File: src/rtl/core/dtd_pkg.sv
// shared types, constants and helpers of the deadline task dispatcher
// no dependencies
`default_nettype none

package dtd_pkg;

  localparam int TaskSlots    = 16;
  localparam int ListDepth    = 8;
  localparam int ForcePeriod  = 8000;
  localparam int TimeBits     = 48;
  localparam int DefaultRuntime = 1;
  localparam int FlagBits     = 32;

  localparam int SlotW = $clog2(TaskSlots);
  localparam int IdxW  = (ListDepth > 1) ? $clog2(ListDepth) : 1;
  localparam int CntW  = $clog2(ListDepth + 1);

  localparam int InDataW  = 160;
  localparam int OutDataW = 16;

  // type bits
  localparam int TReq = 0;
  localparam int TMot = 1;
  localparam int TRec = 2;
  localparam int TOpt = 3;
  localparam int TRap = 4;
  localparam int TShd = 5;

  typedef enum logic [2:0] {
    KindRun     = 3'd0,
    KindReg     = 3'd1,
    KindSentNow = 3'd2,
    KindSentIrq = 3'd3,
    KindShut    = 3'd4,
    KindReport  = 3'd5,
    KindClear   = 3'd6
  } kind_e;

  typedef enum logic [2:0] {
    CauseMotGuar = 3'd0,
    CauseMotGrid = 3'd1,
    CauseReq     = 3'd2,
    CauseOpt     = 3'd3,
    CauseRap     = 3'd4,
    CauseRec     = 3'd5
  } cause_e;

  typedef enum logic [3:0] {
    OpNone,
    OpExec,
    OpForce,
    OpSent,
    OpMot,
    OpReq,
    OpOptScan,
    OpOptRun,
    OpRap,
    OpRec,
    OpFlush
  } op_e;

  typedef struct packed {
    op_e             op;
    logic [IdxW-1:0] idx;
    logic            load;
  } cmd_t;

  typedef struct packed {
    logic            is_run;
    logic [CntW-1:0] cnt_mot;
    logic [CntW-1:0] cnt_opt;
    logic [CntW-1:0] cnt_rap;
    logic            req_avail;
    logic            rec_phase;
    logic            push_ok;
    logic            out_free;
  } sts_t;

  // one result word, dispatch_valid in the lowest bit
  typedef struct packed {
    logic             rd;
    logic             want;
    logic [2:0]       cause;
    logic [SlotW-1:0] slot;
    logic             dv;
  } res_t;

  // done bit of a flag index, zero for no flag or a flag beyond the mask
  function automatic logic [FlagBits-1:0] flag_bit(input logic [5:0] k);
    logic [FlagBits-1:0] r;
    r = '0;
    if (k != 6'd0 && k <= 6'(FlagBits)) begin
      r[5'(k - 6'd1)] = 1'b1;
    end
    return r;
  endfunction

endpackage

`default_nettype wire

File: src/rtl/core/dtd_ctrl.sv
// sequencer of the deadline task dispatcher: walks one item through its steps
// depends on dtd_pkg
`default_nettype none

module dtd_ctrl (
  input  wire logic          clk_i,
  input  wire logic          rst_ni,
  input  wire logic          in_valid_i,
  output logic               in_ready_o,
  input  wire dtd_pkg::sts_t sts_i,
  output dtd_pkg::cmd_t      cmd_o
);

  typedef enum logic [11:0] {
    StIdle   = 12'b000000000001,
    StStart  = 12'b000000000010,
    StExec   = 12'b000000000100,
    StForce  = 12'b000000001000,
    StSent   = 12'b000000010000,
    StMot    = 12'b000000100000,
    StReq    = 12'b000001000000,
    StOpt    = 12'b000010000000,
    StOptRun = 12'b000100000000,
    StRap    = 12'b001000000000,
    StRec    = 12'b010000000000,
    StFlush  = 12'b100000000000
  } state_e;

  state_e state_q, state_d;
  logic [dtd_pkg::CntW-1:0] cnt_q, cnt_d;

  always_comb begin
    state_d    = state_q;
    cnt_d      = cnt_q;
    in_ready_o = 1'b0;
    cmd_o.op   = dtd_pkg::OpNone;
    cmd_o.idx  = cnt_q[dtd_pkg::IdxW-1:0];
    cmd_o.load = 1'b0;
    case (state_q)
      StIdle: begin
        in_ready_o = 1'b1;
        if (in_valid_i) begin
          cmd_o.load = 1'b1;
          state_d    = StStart;
        end
      end
      StStart: begin
        state_d = sts_i.is_run ? StForce : StExec;
      end
      StExec: begin
        cmd_o.op = dtd_pkg::OpExec;
        state_d  = StFlush;
      end
      StForce: begin
        cmd_o.op = dtd_pkg::OpForce;
        state_d  = StSent;
      end
      StSent: begin
        cmd_o.op = dtd_pkg::OpSent;
        cnt_d    = '0;
        state_d  = StMot;
      end
      StMot: begin
        if (cnt_q < sts_i.cnt_mot) begin
          if (sts_i.push_ok) begin
            cmd_o.op = dtd_pkg::OpMot;
            cnt_d    = cnt_q + 1'b1;
          end
        end else begin
          state_d = StReq;
        end
      end
      StReq: begin
        if (sts_i.rec_phase) begin
          cnt_d   = '0;
          state_d = StRap;
        end else if (sts_i.req_avail) begin
          if (sts_i.push_ok) begin
            cmd_o.op = dtd_pkg::OpReq;
            cnt_d    = '0;
            state_d  = StRap;
          end
        end else begin
          cnt_d   = '0;
          state_d = StOpt;
        end
      end
      StOpt: begin
        if (cnt_q < sts_i.cnt_opt) begin
          cmd_o.op = dtd_pkg::OpOptScan;
          cnt_d    = cnt_q + 1'b1;
        end else begin
          state_d = StOptRun;
        end
      end
      StOptRun: begin
        if (sts_i.push_ok) begin
          cmd_o.op = dtd_pkg::OpOptRun;
          cnt_d    = '0;
          state_d  = StRap;
        end
      end
      StRap: begin
        if (cnt_q < sts_i.cnt_rap) begin
          if (sts_i.push_ok) begin
            cmd_o.op = dtd_pkg::OpRap;
            cnt_d    = cnt_q + 1'b1;
          end
        end else begin
          state_d = StRec;
        end
      end
      StRec: begin
        if (sts_i.push_ok) begin
          cmd_o.op = dtd_pkg::OpRec;
          state_d  = StFlush;
        end
      end
      StFlush: begin
        if (sts_i.out_free) begin
          cmd_o.op = dtd_pkg::OpFlush;
          state_d  = StIdle;
        end
      end
      default: begin
        state_d = StIdle;
      end
    endcase
  end

  always_ff @(posedge clk_i or negedge rst_ni) begin
    if (!rst_ni) begin
      state_q <= StIdle;
      cnt_q   <= '0;
    end else begin
      state_q <= state_d;
      cnt_q   <= cnt_d;
    end
  end

endmodule

`default_nettype wire

File: config.mk
export PLATFORM = sky130hd
export DESIGN_NAME = dtd_ctrl
export DESIGN_NICKNAME = d
export VERILOG_FILES = /design/src/rtl/core/dtd_pkg.sv /design/src/rtl/core/dtd_ctrl.sv
export SDC_FILE = /design/constraint.sdc
export NUM_CORES = 1
export LEC_CHECK = 0
export BUFFER_PORTS_ARGS = -buffer_cell sky130_fd_sc_hd__buf_2
export CAP_MARGIN = 20
export CELL_PAD_IN_SITES_DETAIL_PLACEMENT = 1
export CELL_PAD_IN_SITES_GLOBAL_PLACEMENT = 1
export CORE_MARGIN = 2
export CORE_UTILIZATION = 35
export CTS_CLUSTER_SIZE = 16
export DETAILED_ROUTE_END_ITERATION = 8
export PLACE_DENSITY = 0.72
export SYNTH_ARGS = -nofsm -noshare
export SYNTH_HDL_FRONTEND = slang
export SYNTH_SLANG_ARGS = --single-unit
File: constraint.sdc
create_clock -name clk_i -period 2 [get_ports clk_i]
set_input_delay 0 -clock clk_i [delete_from_list [all_inputs] [get_ports clk_i]]
set_output_delay 0 -clock clk_i [all_outputs]
set_load 0.005 [all_outputs]
==> impl_metrics.csv <==
group,metric,value,unit
run_status,run_status,"complete, but fails checks",
run_status,violations,"negative setup slack",
drt,highest_layer,"met4",
finish,nets,273,
drt,via_per_inst,5.75,
critical_path,arrival,2.34,ns
global_routing,overflow,0,
floorplan,rows,23,
synth,ys_warn_count,0,
floorplan,dieArea,0.00466,sq mm
critical_path,setup.worst_path.end_class,"flop",
global_routing,grt_max_degree,17,
sta,finalSetupTns,-0.773,ns
sta,period_share,109,%
synth,dominantRegCellSynth,"dfrtp_1",
sta,timing.slew.headroom,68.8,%
floorplan,ios,29,
synth,synthTopCellsByArea,"dfrtp_1, ha_1, nor2_1",
critical_path,crit_path_max_incr_delay,0.45,ns
clocking,h-tree-depth,1,
power_and_ir_drop,leakagePower,0.00112,uW
floorplan,fp.dieH,68.3,microns
place,place.gp.congestion,0.916,
clocking,clockBufferDepth,2,
sta,worst_clock_skew,0.00119,ns
sta,fin_crit,2.19,ns
critical_path,cp_cell_sequence,"ha_1 -> a2111o_1 -> nand3b_1 -> o211ai_4 -> o31a_1 -> mux2_2",
sta,hold_viol,0,
critical_path,crit_slowest_cell,"dfrtp_2",
clocking,clk_pin_slew,0.07,ns
sta,max_freq,457,MHz
floorplan,die_x,68.3,microns
sta,setup_viol,7,
power_and_ir_drop,ir_drop,0.526,mV
clocking,cts.sinks,16,
synth,syn_inst,169,
sta,rsz0062_at_grt,"yes",
finish,area_delta_synth_final,48.5,%
synth,syn-num-nets,199,
place,port_buffers,28,
synth,yosys.cell_types.count,51,
sta,setup_ws,-0.189,ns
global_routing,antenna_found_initial,0,
drt,drt-met1-wl,2.14,mm
power_and_ir_drop,p_per_area,770,mW/mm^2
critical_path,startpoint_type,"flop",
synth,synth_edf_count,0,
floorplan,coreArea,0.00400,sq mm
clocking,root_buffer,"clkbuf_8",
clocking,clock_latency,0.26,ns
drt,antenna_left,0,
synth,synth_area_leader_cell,"dfrtp_1",
sta,slew_violations,0,
critical_path,crit_fanout,5,
drt,drcViolationCount,0,
critical_path,required,2.15,ns
sta,tightest_slew,0.463,ns
critical_path,crit_type,"reg2reg",
synth,syn_area,0.00145,sq mm
finish,layout_common_cells,"buf_4, buf_2, inv_1, nor2_1, dfrtp_1",
drt,first_iter_violations,44,
synth,ys_seq_elements,16,
clocking,cts-buffers-inserted,3,
clocking,cts_tree,"yes",
finish,antennaDiodeCount,0,
finish,drive_gt1_share,45.0,%
drt,wl_per_cell,19.1,microns
drt,wl_met2,3.11,mm
drt,met3_length,160,microns
drt,drtPass1Iterations,5,
synth,seq_area_frac_synth,27.8,%
synth,synthDominantCellAreaShare,26.0,%
global_routing,grt_pass1_wl,7.96,mm
synth,synthArstFlopShare,100,%
flow_run,max-cap-violations,0,
floorplan,start_util,36.2,%
hold_path,hp-class,"in2reg",
drt,vias,1680,
place,post-place-ws,-0.0877,ns
synth,syn_avg_cell_area,8.56,sq um
global_routing,first_global_vias,1739,
place,dp_hpwl,3.80,mm
drt,wl,5.58,mm
finish,layout_commonest_cell,"buf_4",
global_routing,grt.total_usage,23.3,%
worst paths after layout:
check / startpoint / endpoint / slack (ns) / cells past startpoint
max: cnt_q[1]$_DFFE_PN0P_ / cnt_q[0]$_DFFE_PN0P_ / -0.19 / 6
min: sts_i[1] / state_q[10]$_DFFE_PN0P_ / 0.12 / 2
max reg2reg: cnt_q[1]$_DFFE_PN0P_ / cnt_q[0]$_DFFE_PN0P_ / -0.19 / 6
min reg2reg: state_q[6]$_DFFE_PN0P_ / state_q[6]$_DFFE_PN0P_ / 0.61 / 2
max in group asynchronous: rst_ni / state_q[0]$_DFFE_PN1P_ / 1.49 / 2
min in group asynchronous: rst_ni / state_q[9]$_DFFE_PN0P_ / 0.19 / 2
flip-flops by register name, summed over array words and instances (netlist names):
signal / count
cnt_q: 4
state_q: 12
critical path: cells and delay by family (launching register included):
family | cells | cell delay (ns)
adders and majority gates | 1 | 0.29
DFF | 1 | 0.45
AOI/OAI and AO/OA | 3 | 0.85
muxes | 1 | 0.28
and+or+nand+nor | 1 | 0.19
final cells by class:
cell class,count,area [sq um]
tap,50,62.6
clock buffer,4,45.0
multi-input combinational,133,1060
timing repair buffer,76,527
fill,483,1850
sequential,16,405
inverter,13,48.8
synth_stat cells (2+ instances only):
cell type	instances
a21o_1	2
a21oi_1	4
and2_1	3
and3_1	2
and4_1	3
buf_4	5
dfrtp_1	15
ha_1	10
inv_1	13
nand2_1	12
nand2b_1	7
nand3_1	4
nand3b_1	2
nand4_1	7
nand4b_1	4
nor2_1	15
nor2b_1	4
nor3_1	4
nor4_1	2
nor4b_1	2
o211ai_1	2
o211ai_2	2
o21a_1	3
o21ai_0	8
o21ai_1	3
o2bb2ai_1	3
o31ai_1	2
xor2_1	3
what timing repair did:
item / in CTS / in global routing
pin swaps: 2 / 18
hold endpoints to repair: 19 / 0
endpoints found under the setup margin: 9 / 10
resized for setup: 7 / 22
setup buffers: 2 / 14
hold buffers: 3 / 0
gates cloned: 0 / 0
kinds of logic after synthesis:
group / Yosys count / synth area share, %
multiplexers: 2 / 1.47
AND/OR/NAND/NOR: 79 / 32.9
AO/OA/AOI/OAI: 39 / 20.8
XOR/XNOR: 3 / 1.82
flip-flops: 16 / 27.8
adder cells (fa/ha/maj): 10 / 8.65
buffers and inverters: 20 / 6.57
routing by layer:
metal / up-vias / GRT usage (%)
met5: - / 0
met4: 0 / 11.8
met3: 15 / 3.62
met2: 42 / 45.3
met1: 857 / 23.5
li1: 766 / -
power breakdown:
group	switching [uW]	internal, uW	leakage [uW]	total [uW]
Combinational	453	508	0.000882	961
Clock	132	142	0.0000228	274
Sequential	47.5	372	0.000214	419
through the flow:
stage	utilization, %	hold slack [ns]	instances	power [uW]	area, sq um
2_1_floorplan	-	-0.296	169	833	1470
3_3_place_gp	46.2	-0.0565	269	1100	1850
3_5_place_dp	46.2	-0.0521	269	1140	1850
4_1_cts	49.2	0.118	278	1470	1970
5_1_grt	53.7	0.137	292	1760	2150
6_report	53.7	0.124	292	1650	2150
Power figures use the tool's default switching activity.
